### src/rtl/dsfb_pkg.sv
// Package: framing constants, queue entry type and queue status type.
package dsfb_pkg;

  localparam logic [7:0] DLE_BYTE    = 8'h10;
  localparam logic [7:0] STX_BYTE    = 8'h02;
  localparam logic [7:0] ETX_BYTE    = 8'h03;
  localparam logic [7:0] SUM_MASK    = 8'hff;
  localparam logic [7:0] MAX_PAYLOAD = 8'd251;
  localparam logic [7:0] LEN_EXTRA   = 8'd2;

  localparam int unsigned QUEUE_DEPTH_DEFAULT = 4;

  typedef struct packed {
    logic       opening;
    logic [7:0] len_byte;
    logic [7:0] data;
    logic       closing;
    logic [7:0] sum;
  } desc_t;

  typedef struct packed {
    logic full;
    logic valid;
  } queue_status_t;

endpackage

### src/rtl/dsfb_front.sv
// Front end: accepts payload items, keeps frame state and builds queue entries.
module dsfb_front import dsfb_pkg::*; (
  input  logic          clk_i,
  input  logic          rst_ni,
  input  logic          in_valid_i,
  output logic          in_stall_o,
  input  logic [7:0]    payload_byte_i,
  input  logic [7:0]    payload_length_i,
  input  queue_status_t q_status_i,
  output logic          push_o,
  output desc_t         push_desc_o
);

  logic       in_frame_q, in_frame_d;
  logic [7:0] bytes_left_q, bytes_left_d;
  logic [7:0] running_sum_q, running_sum_d;
  logic [7:0] len_sat;
  logic [7:0] left_base;
  logic [7:0] sum_base;
  logic [7:0] sum_new;
  logic [7:0] left_new;
  logic       accept;

  assign in_stall_o = q_status_i.full;
  assign accept     = in_valid_i && !q_status_i.full;
  assign push_o     = accept;

  always_comb begin
    if (payload_length_i == 8'd0) begin
      len_sat = 8'd1;
    end else if (payload_length_i > MAX_PAYLOAD) begin
      len_sat = MAX_PAYLOAD;
    end else begin
      len_sat = payload_length_i;
    end
    left_base = in_frame_q ? bytes_left_q : len_sat;
    sum_base  = in_frame_q ? running_sum_q : 8'd0;
    sum_new   = (sum_base + payload_byte_i) & SUM_MASK;
    left_new  = left_base - 8'd1;

    push_desc_o.opening  = !in_frame_q;
    push_desc_o.len_byte = len_sat + LEN_EXTRA;
    push_desc_o.data     = payload_byte_i;
    push_desc_o.closing  = (left_new == 8'd0);
    push_desc_o.sum      = sum_new;

    in_frame_d    = in_frame_q;
    bytes_left_d  = bytes_left_q;
    running_sum_d = running_sum_q;
    if (accept) begin
      if (left_new == 8'd0) begin
        in_frame_d    = 1'b0;
        bytes_left_d  = 8'd0;
        running_sum_d = 8'd0;
      end else begin
        in_frame_d    = 1'b1;
        bytes_left_d  = left_new;
        running_sum_d = sum_new;
      end
    end
  end

  always_ff @(posedge clk_i or negedge rst_ni) begin
    if (!rst_ni) begin
      in_frame_q    <= 1'b0;
      bytes_left_q  <= 8'd0;
      running_sum_q <= 8'd0;
    end else begin
      in_frame_q    <= in_frame_d;
      bytes_left_q  <= bytes_left_d;
      running_sum_q <= running_sum_d;
    end
  end

endmodule

### src/rtl/dsfb_queue.sv
// Short queue of entries between front end and back end.
module dsfb_queue import dsfb_pkg::*; #(
  parameter int unsigned DEPTH = QUEUE_DEPTH_DEFAULT
) (
  input  logic          clk_i,
  input  logic          rst_ni,
  input  logic          push_i,
  input  desc_t         push_desc_i,
  input  logic          pop_i,
  output desc_t         head_o,
  output queue_status_t status_o
);

  localparam int unsigned PTR_W = (DEPTH > 1) ? $clog2(DEPTH) : 1;
  localparam int unsigned CNT_W = $clog2(DEPTH + 1);

  desc_t            mem_q [DEPTH];
  logic [PTR_W-1:0] wr_ptr_q, wr_ptr_d;
  logic [PTR_W-1:0] rd_ptr_q, rd_ptr_d;
  logic [CNT_W-1:0] count_q, count_d;
  logic             do_push;
  logic             do_pop;

  assign status_o.full  = (count_q == CNT_W'(DEPTH));
  assign status_o.valid = (count_q != '0);
  assign do_push        = push_i && !status_o.full;
  assign do_pop         = pop_i && status_o.valid;
  assign head_o         = mem_q[rd_ptr_q];

  always_comb begin
    wr_ptr_d = wr_ptr_q;
    rd_ptr_d = rd_ptr_q;
    count_d  = count_q;
    if (do_push) begin
      wr_ptr_d = (wr_ptr_q == PTR_W'(DEPTH - 1)) ? '0 : wr_ptr_q + PTR_W'(1);
    end
    if (do_pop) begin
      rd_ptr_d = (rd_ptr_q == PTR_W'(DEPTH - 1)) ? '0 : rd_ptr_q + PTR_W'(1);
    end
    if (do_push && !do_pop) begin
      count_d = count_q + CNT_W'(1);
    end else if (do_pop && !do_push) begin
      count_d = count_q - CNT_W'(1);
    end
  end

  always_ff @(posedge clk_i) begin
    if (do_push) begin
      mem_q[wr_ptr_q] <= push_desc_i;
    end
  end

  always_ff @(posedge clk_i or negedge rst_ni) begin
    if (!rst_ni) begin
      wr_ptr_q <= '0;
      rd_ptr_q <= '0;
      count_q  <= '0;
    end else begin
      wr_ptr_q <= wr_ptr_d;
      rd_ptr_q <= rd_ptr_d;
      count_q  <= count_d;
    end
  end

endmodule

### src/rtl/dsfb_back.sv
// Back end: steps through the output bytes of each entry into an output register.
module dsfb_back import dsfb_pkg::*; (
  input  logic          clk_i,
  input  logic          rst_ni,
  input  desc_t         head_i,
  input  queue_status_t q_status_i,
  output logic          pop_o,
  output logic          out_valid_o,
  input  logic          out_stall_i,
  output logic [7:0]    out_byte_o,
  output logic          run_last_o,
  output logic          frame_end_o
);

  localparam logic [3:0] STEP_DLE_OPEN = 4'd0;
  localparam logic [3:0] STEP_STX      = 4'd1;
  localparam logic [3:0] STEP_LEN      = 4'd2;
  localparam logic [3:0] STEP_LEN_DUP  = 4'd3;
  localparam logic [3:0] STEP_DATA     = 4'd4;
  localparam logic [3:0] STEP_DATA_DUP = 4'd5;
  localparam logic [3:0] STEP_SUM      = 4'd6;
  localparam logic [3:0] STEP_SUM_DUP  = 4'd7;
  localparam logic [3:0] STEP_DLE_END  = 4'd8;
  localparam logic [3:0] STEP_ETX      = 4'd9;
  localparam int unsigned NUM_STEPS    = 10;

  logic [3:0]           step_q, step_d;
  logic [NUM_STEPS-1:0] active;
  logic [3:0]           cur;
  logic                 found;
  logic                 last;
  logic                 emit;
  logic [7:0]           byte_sel;
  logic                 out_valid_q, out_valid_d;
  logic [7:0]           out_byte_q;
  logic                 run_last_q;
  logic                 frame_end_q;

  always_comb begin
    active                = '0;
    active[STEP_DLE_OPEN] = head_i.opening;
    active[STEP_STX]      = head_i.opening;
    active[STEP_LEN]      = head_i.opening;
    active[STEP_LEN_DUP]  = head_i.opening && (head_i.len_byte == DLE_BYTE);
    active[STEP_DATA]     = 1'b1;
    active[STEP_DATA_DUP] = (head_i.data == DLE_BYTE);
    active[STEP_SUM]      = head_i.closing;
    active[STEP_SUM_DUP]  = head_i.closing && (head_i.sum == DLE_BYTE);
    active[STEP_DLE_END]  = head_i.closing;
    active[STEP_ETX]      = head_i.closing;
  end

  // Pick the first active step at or after the resume point; last if none follows.
  always_comb begin
    cur   = STEP_DATA;
    found = 1'b0;
    last  = 1'b1;
    for (int i = 0; i < NUM_STEPS; i++) begin
      if (found && active[i]) begin
        last = 1'b0;
      end
      if (!found && active[i] && (4'(i) >= step_q)) begin
        cur   = 4'(i);
        found = 1'b1;
      end
    end
  end

  always_comb begin
    case (cur)
      STEP_DLE_OPEN: byte_sel = DLE_BYTE;
      STEP_STX:      byte_sel = STX_BYTE;
      STEP_LEN:      byte_sel = head_i.len_byte;
      STEP_LEN_DUP:  byte_sel = head_i.len_byte;
      STEP_DATA:     byte_sel = head_i.data;
      STEP_DATA_DUP: byte_sel = head_i.data;
      STEP_SUM:      byte_sel = head_i.sum;
      STEP_SUM_DUP:  byte_sel = head_i.sum;
      STEP_DLE_END:  byte_sel = DLE_BYTE;
      STEP_ETX:      byte_sel = ETX_BYTE;
      default:       byte_sel = head_i.data;
    endcase
  end

  assign emit  = q_status_i.valid && (!out_valid_q || !out_stall_i);
  assign pop_o = emit && last;

  always_comb begin
    step_d      = step_q;
    out_valid_d = out_valid_q && out_stall_i;
    if (emit) begin
      out_valid_d = 1'b1;
      step_d      = last ? STEP_DLE_OPEN : cur + 4'd1;
    end
  end

  always_ff @(posedge clk_i or negedge rst_ni) begin
    if (!rst_ni) begin
      step_q      <= STEP_DLE_OPEN;
      out_valid_q <= 1'b0;
    end else begin
      step_q      <= step_d;
      out_valid_q <= out_valid_d;
    end
  end

  always_ff @(posedge clk_i) begin
    if (emit) begin
      out_byte_q  <= byte_sel;
      run_last_q  <= last;
      frame_end_q <= (cur == STEP_ETX);
    end
  end

  assign out_valid_o = out_valid_q;
  assign out_byte_o  = out_byte_q;
  assign run_last_o  = run_last_q;
  assign frame_end_o = frame_end_q;

endmodule

### src/rtl/dle_stuffed_frame_builder_unit.sv
// Top level: DLE/STX/ETX byte-stuffing framer with front end, queue and back end.
//
//   channel  direction  handshake             fields
//   in       input      in_valid_i/in_stall_o  payload_byte_i, payload_length_i
//   out      output     out_valid_o/out_stall_i out_byte_o, run_last_o, frame_end_o
//
// An input item is taken each cycle while the queue has room; the back end emits one
// output byte per cycle unless stalled or the queue is empty; an item yields 1 to 9
// bytes (1 for a plain middle byte, 2 for a doubled DLE, 9 for a one-byte DLE frame).
// Reset clears frame state, queue pointers and the output valid; no clearing pass.
// Output stall holds the output register; input stall rises only when the queue is full.
module dle_stuffed_frame_builder_unit import dsfb_pkg::*; #(
  parameter int unsigned QUEUE_DEPTH = QUEUE_DEPTH_DEFAULT
) (
  input  logic       clk_i,
  input  logic       rst_ni,
  input  logic       in_valid_i,
  output logic       in_stall_o,
  input  logic [7:0] payload_byte_i,
  input  logic [7:0] payload_length_i,
  output logic       out_valid_o,
  input  logic       out_stall_i,
  output logic [7:0] out_byte_o,
  output logic       run_last_o,
  output logic       frame_end_o
);

  queue_status_t q_status;
  desc_t         push_desc;
  desc_t         head;
  logic          push;
  logic          pop;

  dsfb_front u_front (
    .clk_i            (clk_i),
    .rst_ni           (rst_ni),
    .in_valid_i       (in_valid_i),
    .in_stall_o       (in_stall_o),
    .payload_byte_i   (payload_byte_i),
    .payload_length_i (payload_length_i),
    .q_status_i       (q_status),
    .push_o           (push),
    .push_desc_o      (push_desc)
  );

  dsfb_queue #(
    .DEPTH (QUEUE_DEPTH)
  ) u_queue (
    .clk_i       (clk_i),
    .rst_ni      (rst_ni),
    .push_i      (push),
    .push_desc_i (push_desc),
    .pop_i       (pop),
    .head_o      (head),
    .status_o    (q_status)
  );

  dsfb_back u_back (
    .clk_i       (clk_i),
    .rst_ni      (rst_ni),
    .head_i      (head),
    .q_status_i  (q_status),
    .pop_o       (pop),
    .out_valid_o (out_valid_o),
    .out_stall_i (out_stall_i),
    .out_byte_o  (out_byte_o),
    .run_last_o  (run_last_o),
    .frame_end_o (frame_end_o)
  );

  a_end_is_last_etx: assert property (@(posedge clk_i) disable iff (!rst_ni)
    out_valid_o && frame_end_o |-> run_last_o && (out_byte_o == ETX_BYTE))
    else $error("frame end not on a final ETX");

  a_next_frame_opens: assert property (@(posedge clk_i) disable iff (!rst_ni)
    out_valid_o && !out_stall_i && frame_end_o |=> !out_valid_o || (out_byte_o == DLE_BYTE))
    else $error("byte after frame end is not DLE");

  a_queue_sane: assert property (@(posedge clk_i) disable iff (!rst_ni)
    q_status.full |-> q_status.valid && in_stall_o)
    else $error("queue full without entries or without input stall");

endmodule
### config.mk
export PLATFORM = sky130hd
export DESIGN_NAME = dle_stuffed_frame_builder_unit
export DESIGN_NICKNAME = d
export VERILOG_FILES = /design/src/rtl/dsfb_pkg.sv /design/src/rtl/dsfb_front.sv /design/src/rtl/dsfb_queue.sv /design/src/rtl/dsfb_back.sv /design/src/rtl/dle_stuffed_frame_builder_unit.sv
export SDC_FILE = /design/constraint.sdc
export NUM_CORES = 1
export LEC_CHECK = 0
export ABC_CLOCK_PERIOD_IN_PS = 6300
export CAP_MARGIN = 20
export CORE_MARGIN = 5
export CORE_UTILIZATION = 65
export DETAILED_ROUTE_END_ITERATION = 12
export DONT_BUFFER_PORTS = 1
export PLACE_DENSITY = 0.81
export SYNTH_ARGS = -nofsm -noshare
export SYNTH_HDL_FRONTEND = slang
export SYNTH_SLANG_ARGS = --single-unit
### constraint.sdc
create_clock -name clk_i -period 6.3 [get_ports clk_i]
set_input_delay 0.315 -clock clk_i [delete_from_list [all_inputs] [get_ports clk_i]]
set_output_delay 0.315 -clock clk_i [all_outputs]
set_load 0.01 [all_outputs]
# [Yosys cells after proc, flatten, opt, wreduce, memory -nomap -nowiden]
# Memories as Yosys holds them, arrays and structs flattened.
# Cells that the tools add are included.
[op_classes] n_addsub=8 magnitude_cmp=11 n_eq_ne=13 muxes=44 reduce_logical=60
[ops] cell="$mux W8" n=6
[ops] cell="$mux W4" n=10
[ops] cell="$pmux W8 S5" n=1
[ops] cell="$logic_and A1 B1 Y1" n=36
[ops] cell="$eq A8 B5 Y1 const B" n=3
[ops] cell="$mux W1" n=22
[ops] cell="$ge A3 B4 Y1 const A" n=4
[ops] cell="$logic_not A8 Y1" n=2
[ops] cell="$logic_not A1 Y1" n=15
[ops] cell="$mux W3" n=3
[ops] cell="$add A8 B2 Y8 const B" n=1
[ops] cell="$add A8 B8 Y8" n=1
[ops] cell="$eq A4 B2 Y1 const B" n=2
[ops] cell="$eq A4 B3 Y1 const B" n=2
[ops] cell="$eq A4 B4 Y1 const B" n=2
[ops] cell="$ge A1 B4 Y1 const A" n=2
[ops] cell="$ge A2 B4 Y1 const A" n=2
[ops] cell="$ge A4 B4 Y1 const A" n=2
[ops] cell="$gt A8 B8 Y1 const B" n=1
[ops] cell="$sub A8 B1 Y8 const B" n=1
[ops] cell="$reduce_or A2 Y1" n=3
[ops] cell="$add A2 B1 Y2 const B" n=2
[ops] cell="$add A4 B1 Y4 const B" n=1
[ops] cell="$eq A2 B2 Y1 const B" n=2
[ops] cell="other kinds (9)" n=10
[word_totals] register_bits=39 ramBits=104 output_inout_bits=12 word_cells=148 mem_count=1
[mem_list] name="u_queue.mem_q" depth=4 width=26 read_ports=1 rd_clocked_by_memory_dff=0 write_ports=1 line_no="dsfb_queue.sv:17" rtl="desc_t mem_q [DEPTH];"

# [Logic depth before layout (Yosys ltp)]
[depth] word_depth=41 depth_mapped=15 mapped_depth_nobuf=13

# [Cells and area by module]
# From an unflattened synthesis, not the netlist that was laid out.
[hier_totals] hier_cells=465 area_unflattened_um2=6960.4
[modules_own_cells] module="dsfb_queue" instances=1 cells_each=173 area_each_um2=4264.1
[modules_own_cells] module="dsfb_front" instances=1 cells_each=190 area_each_um2=1561.5
[modules_own_cells] module="dsfb_back" instances=1 cells_each=102 area_each_um2=1134.8

# [Least setup slack after synthesis]
# OpenSTA, ideal clock, no wires.
[synth_path] kind="flip-flop to flip-flop" start="reg u_queue.rd_ptr_q[0]" end="reg u_back.out_byte_q[1] (netlist: u_back.out_byte_o[1]), data pin" setup_ps=261 arrival_time_ps=3324 setup_slack_ps=2715 path_stages_with_launch=15 synth_period_minus_slack_ps=3585 cell_sequence="dfrtp_1 -> buf_6 -> mux4_2 -> or4_4 -> o211ai_1 -> nand2_1 -> a211o_1 -> inv_1 -> ha_1 -> nor2_1 -> inv_1 -> nor2_1 -> o21a_1 -> buf_6 -> a221o_1"
[synth_via] elab_chain_len=41 elab_cells_between_ends=64 classes_between="eq/ne (10); mux (20); reduce/logical (33); memory (1)"
[synth_rtl] item="from (decl)" line_no="dsfb_queue.sv:19" rtl="logic [PTR_W-1:0] rd_ptr_q, rd_ptr_d;"
[synth_rtl] item="from (signal assigned)" line_no="dsfb_queue.sv:60" rtl="rd_ptr_q <= rd_ptr_d;"
[synth_rtl] item="$mem_v2 Z4 W26 *"
[synth_rtl] item="$logic_and A1 B1 Y1" line_no="dsfb_back.sv:62" rtl="if (!found && active[i] && (4'(i) >= step_q)) begin"
[synth_rtl] item="$mux W1" line_no="dsfb_back.sv:62"
[synth_rtl] item="$logic_not A1 Y1" line_no="dsfb_back.sv:62"
[synth_rtl] item="$logic_and A1 B1 Y1 (2 in a row)" line_no="dsfb_back.sv:62"
[synth_rtl] item="$mux W1" line_no="dsfb_back.sv:62"
[synth_rtl] item="$logic_not A1 Y1" line_no="dsfb_back.sv:62"
[synth_rtl] item="$logic_and A1 B1 Y1 (2 in a row)" line_no="dsfb_back.sv:62"
[synth_rtl] item="[... 23 more ...]"
[synth_rtl] item="$mux W1" line_no="dsfb_back.sv:62"
[synth_rtl] item="$logic_not A1 Y1" line_no="dsfb_back.sv:62"
[synth_rtl] item="$logic_and A1 B1 Y1 (2 in a row)" line_no="dsfb_back.sv:62"
[synth_rtl] item="$mux W4" line_no="dsfb_back.sv:62"
[synth_rtl] item="$eq A4 B4 Y1, or another cell as far along" line_no="dsfb_back.sv:70" rtl="case (cur)"
[synth_rtl] item="$reduce_or A2 Y1 (no source line)"
[synth_rtl] item="$pmux W8 S5 *" line_no="dsfb_back.sv:70"
[synth_rtl] item="net u_back.byte_sel[1]" line_no="dsfb_back.sv:33" rtl="logic [7:0] byte_sel;"
[synth_rtl] item="to (signal assigned)" line_no="dsfb_back.sv:109" rtl="out_byte_q <= byte_sel;"
[synth_rtl] item="to (decl)" line_no="dsfb_back.sv:35" rtl="logic [7:0] out_byte_q;"
# The timed path passes the listed nets; every way through them passes the cells marked *.
# A chain may end at the register's enable or synchronous reset.

# [Worst setup path after layout]
[layout_path] start="reg u_queue.rd_ptr_q[0]" end="reg u_back.out_byte_q[4] (netlist: u_back.out_byte_o[4]), data pin"
# The elaborated chain is that of the path after synthesis.

==> summary by stage <==
STA
Setup total negative slack on the finished layout was measured at 0 ns. The count of final hold-check violations is 0. The worst slew margin relative to its limit is 37.70%. Setup repair after global routing left no endpoint under its margin. The peak clock frequency supported by timing is 223.7 MHz.

The period utilization is 70.96%. The final number of setup-violating endpoints is 0. At the pin with the least slew margin, the transition time is 0.9346 ns.

The worst path needs 4.470 ns of the cycle, external delays included. The final count of pins violating max slew is 0. The largest clock skew in the final design is 0.01024 ns. The worst setup margin is 1.830 ns.

CTS
After clock tree synthesis, the setup repair step added 0 buffers. The worst-skew pair later-pin latency is 0.52 ns. The deepest level of the CTS H-tree is 4. The maximum buffer depth of the clock tree is 2. The clock drives 143 sinks.

The total clock buffers created by CTS is 17. CTS placed an instance of sky130_fd_sc_hd__clkbuf_8 at the clock tree root. TritonCTS built the clock tree. Clock-pin slew was measured on the worst setup and hold paths at 0.07 ns.

Setup path
The family of cells with the greatest summed delay on the critical path is simple AND/OR/NAND/NOR gates. In this design, the critical path's most frequently occurring cell is sky130_fd_sc_hd__nor2_1. Along the worst path, the maximum fanout reaches 29. The kind of start point of the critical path is a flip-flop.

The slowest cell on the critical path is sky130_fd_sc_hd__dfrtp_2. Data on the critical path is required at its endpoint by 6.56 ns. Across all register-to-register paths, the minimum setup slack is 1.83 ns. Traced cell by cell, the critical path runs through mux4_2, or4_4, o211ai_1, nand2_1, a211o_1, ha_1, nor2_1, inv_1, nor2_1, o21a_1, mux2i_1. The combined buffer and inverter count along the critical path is 1. The setup path with the least slack is of type reg2reg.

The critical path's largest stage delay is 0.98 ns. The worst setup path is captured at a flip-flop. For the worst setup path, the data arrival time is 4.73 ns.

GRT
The number of global-route vias before repair is 4001. The initial antenna violation count is 0. Summed over all layers, the global routing overflow is 0. The first-pass GRT wire length is 22180 um.

The largest net degree at the start of global routing is 30. In the global route stage, overall resource usage came out at 23.25%.

Synth
After synthesis, the cell types taking the most area are sky130_fd_sc_hd__edfxtp_1 (51%), sky130_fd_sc_hd__dfrtp_1 (11%), sky130_fd_sc_hd__mux4_2 (8.6%), sky130_fd_sc_hd__ha_1 (3.7%), sky130_fd_sc_hd__nand2_1 (2.3%). For this run, the number of Yosys warnings is 0. The most used flip-flop cell after synthesis is sky130_fd_sc_hd__edfxtp_1. The synthesized design devotes to its leading area cell type 50.56% of total area.

The number of instances in the synthesized netlist is 461. The commonest cells after synthesis are sky130_fd_sc_hd__edfxtp_1 (114), sky130_fd_sc_hd__nand2_1 (42), sky130_fd_sc_hd__dfrtp_1 (29), sky130_fd_sc_hd__mux4_2 (26), sky130_fd_sc_hd__ha_1 (20). When the netlist entered floorplanning its net count stood at 503. The share of flip-flops with an asynchronous set or reset after synthesis is 20.28%. The post-synthesis sequential area ratio is 61.28%. The cell area after synthesis is 0.006770 mm^2.

Among all cell types in the netlist, the one instantiated most often is sky130_fd_sc_hd__edfxtp_1. The synthesized design contains 114 enable-type register cells. In this run, synthesis produced a sequential element count of 143.

Of all cell types, the one taking the most synthesized area is sky130_fd_sc_hd__edfxtp_1. The netlist uses 62 different library cells. After synthesis, the mean cell area works out to 14.69 um^2.

Drt
The overall via count from detail_route is 4002. The routed design has 13650 um of wire. Dividing the detail-routed via count by the number of cells gives 6.373. Once detail routing completed, the nets flagged for antenna violations numbered 0. The starting DRC count in detailed routing is 388. The detailed-route DRC error count is 0. The first TritonRoute pass finished after 5 iterations. The routed length per instance is 21.74 um.

Cells and area
The share of post-route cells with drive strength above 1 is 16.87%. After filler insertion, the fill cell instance count of the layout stands at 570. Excluding fillers, the count of instances in the completed layout stands at 628. The signed area change from the synthesized netlist to the final layout is 13.12%.

The antenna diode instance count is 0. At the end of the flow, the number of nets in the layout was 521. The post-route cell area is 0.007659 mm^2.

Job
The number of maximum-capacitance violations is 0.

Die
The I/O pin count is 32. In this run the horizontal extent of the chip is 112.1 um. The vertical extent of the die is 112.1 um. The initial utilization of the core area, before any placement, comes to 66.17%. The die area is 0.01256 mm^2. The core region is 0.01023 mm^2. After floorplanning, the core was divided into 37 placement rows.

Placement
After detailed placement, the design holds a cell count of 584. Summing all placed instances gives a cell area of 0.006880 mm^2. Port buffering added 0 buffers. At the end of routability-driven placement, the weighted congestion stood at 0.9126.

The post-DP HPWL is 8761 um. The setup slack after placement is 1.878 ns.

Power and ir drop
After layout, the design draws a total of 3982 uW. For this design the static power due to leakage is 0.002833 uW. The power per cell area is 520.0 mW/mm^2.

The peak supply drop is 0.0003083 V.

Min path
The classification of the worst-slack hold path is in2reg.

Run status
The flow ran to the end, and the final reports show no timing, DRC or antenna violations.
[area by class of cell]
class / instances / area (um^2) / area share [%]
Multi-Input combinational cell: 280 / 2444 / 31.91
Timing Repair Buffer: 18 / 175.2 / 2.287
Sequential cell: 143 / 4150 / 54.19
Clock inverter: 15 / 234.0 / 3.055
Tap cell: 136 / 170.2 / 2.222
Clock buffer: 17 / 414.1 / 5.408
Inverter: 19 / 71.32 / 0.9312
[metrics by stage]
step | hold slack (ns) | utilization, %
6_report | 0.04033 | 74.86
5_1_grt | 0.04022 | 74.86
4_1_cts | 0.01944 | 74.86
3_5_place_dp | 0.02027 | 67.25
3_3_place_gp | 0.02032 | 67.25
2_1_floorplan | 0.01941 | -
[tightest hold or removal path: stages]
cell,delay [ns]
sky130_fd_sc_hd__xor2_1,0.05
sky130_fd_sc_hd__o22ai_1,0.10
sky130_fd_sc_hd__a21oi_1,0.06
[sequential cells by signal, summed over array words and instances, names as in the netlist, 2 cells and up]
register and flops:
u_front.bytes_left_q 8, u_front.running_sum_q 8, u_back.step_q 4, u_queue.count_q 3, u_queue.wr_ptr_q 2, u_back.out_byte_o 8
u_queue.rd_ptr_q 2, u_queue.mem_q 104
[logic make-up (layout without fill, tap and decap cells)]
group | after synthesis | after routing | synth area share [%]
mux | 37 | 37 | 10.37
xor+xnor | 20 | 20 | 2.587
simple gates | 124 | 124 | 10.33
fa+ha+maj | 22 | 22 | 4.288
compound gates | 77 | 77 | 8.520
flops | 143 | 143 | 61.28
buf+inv | 38 | 69 | 2.624
[cell usage in the layout, fill, tap and decap left out, types with 11 or more instances in the layout]
master | Yosys | routed
sky130_fd_sc_hd__a21oi_1 | 12 | 12
sky130_fd_sc_hd__edfxtp_1 | 114 | 114
sky130_fd_sc_hd__nand2_1 | 42 | 42
sky130_fd_sc_hd__nor2_1 | 16 | 16
sky130_fd_sc_hd__clkbuf_16 | 0 | 16
sky130_fd_sc_hd__inv_1 | 18 | 18
sky130_fd_sc_hd__dlygate4sd3_1 | 0 | 11
sky130_fd_sc_hd__nor3_1 | 11 | 11
sky130_fd_sc_hd__ha_1 | 20 | 20
sky130_fd_sc_hd__mux4_2 | 26 | 26
sky130_fd_sc_hd__xnor2_1 | 11 | 11
sky130_fd_sc_hd__and2_1 | 12 | 12
sky130_fd_sc_hd__dfrtp_1 | 29 | 28
[where the power goes]
part           total, uW  internal [uW]  switching, uW  leakage (uW)
Combinational       1300            562            740       0.00111
Sequential          1590           1390            198       0.00141
Clock               1090            690            402      0.000311
[timing repair]
action / in CTS / in global routing
hold buffers: 12 / 0
resized for setup: 0 / 0
endpoints found under the hold margin: 63 / 0
setup endpoints to repair: 0 / 0
[metal layers]
metal | up-vias | share of wire, % | GRT usage (%)
met5 | - | 0 | 0
met4 | 0 | 2.6 | 10.10
met3 | 29 | 8.1 | 6.469
met2 | 201 | 48 | 35.69
met1 | 1958 | 42 | 31.67
li1 | 1814 | - | -
[worst paths after layout]
kind                                                  to               startpoint  depth (start not counted)
worst min register to register   u_front.bytes_left_q[0]  u_front.bytes_left_q[0]                          2
worst min-delay path             u_front.bytes_left_q[6]      payload_length_i[6]                          3
min in group asynchronous             u_queue.count_q[2]                   rst_ni                          2
worst max register to register      u_back.out_byte_o[4]      u_queue.rd_ptr_q[0]                         11
worst max-delay path                u_back.out_byte_o[4]      u_queue.rd_ptr_q[0]                         11
max in group asynchronous       u_front.running_sum_q[7]                   rst_ni                          2
Power figures use the tool's default switching activity.
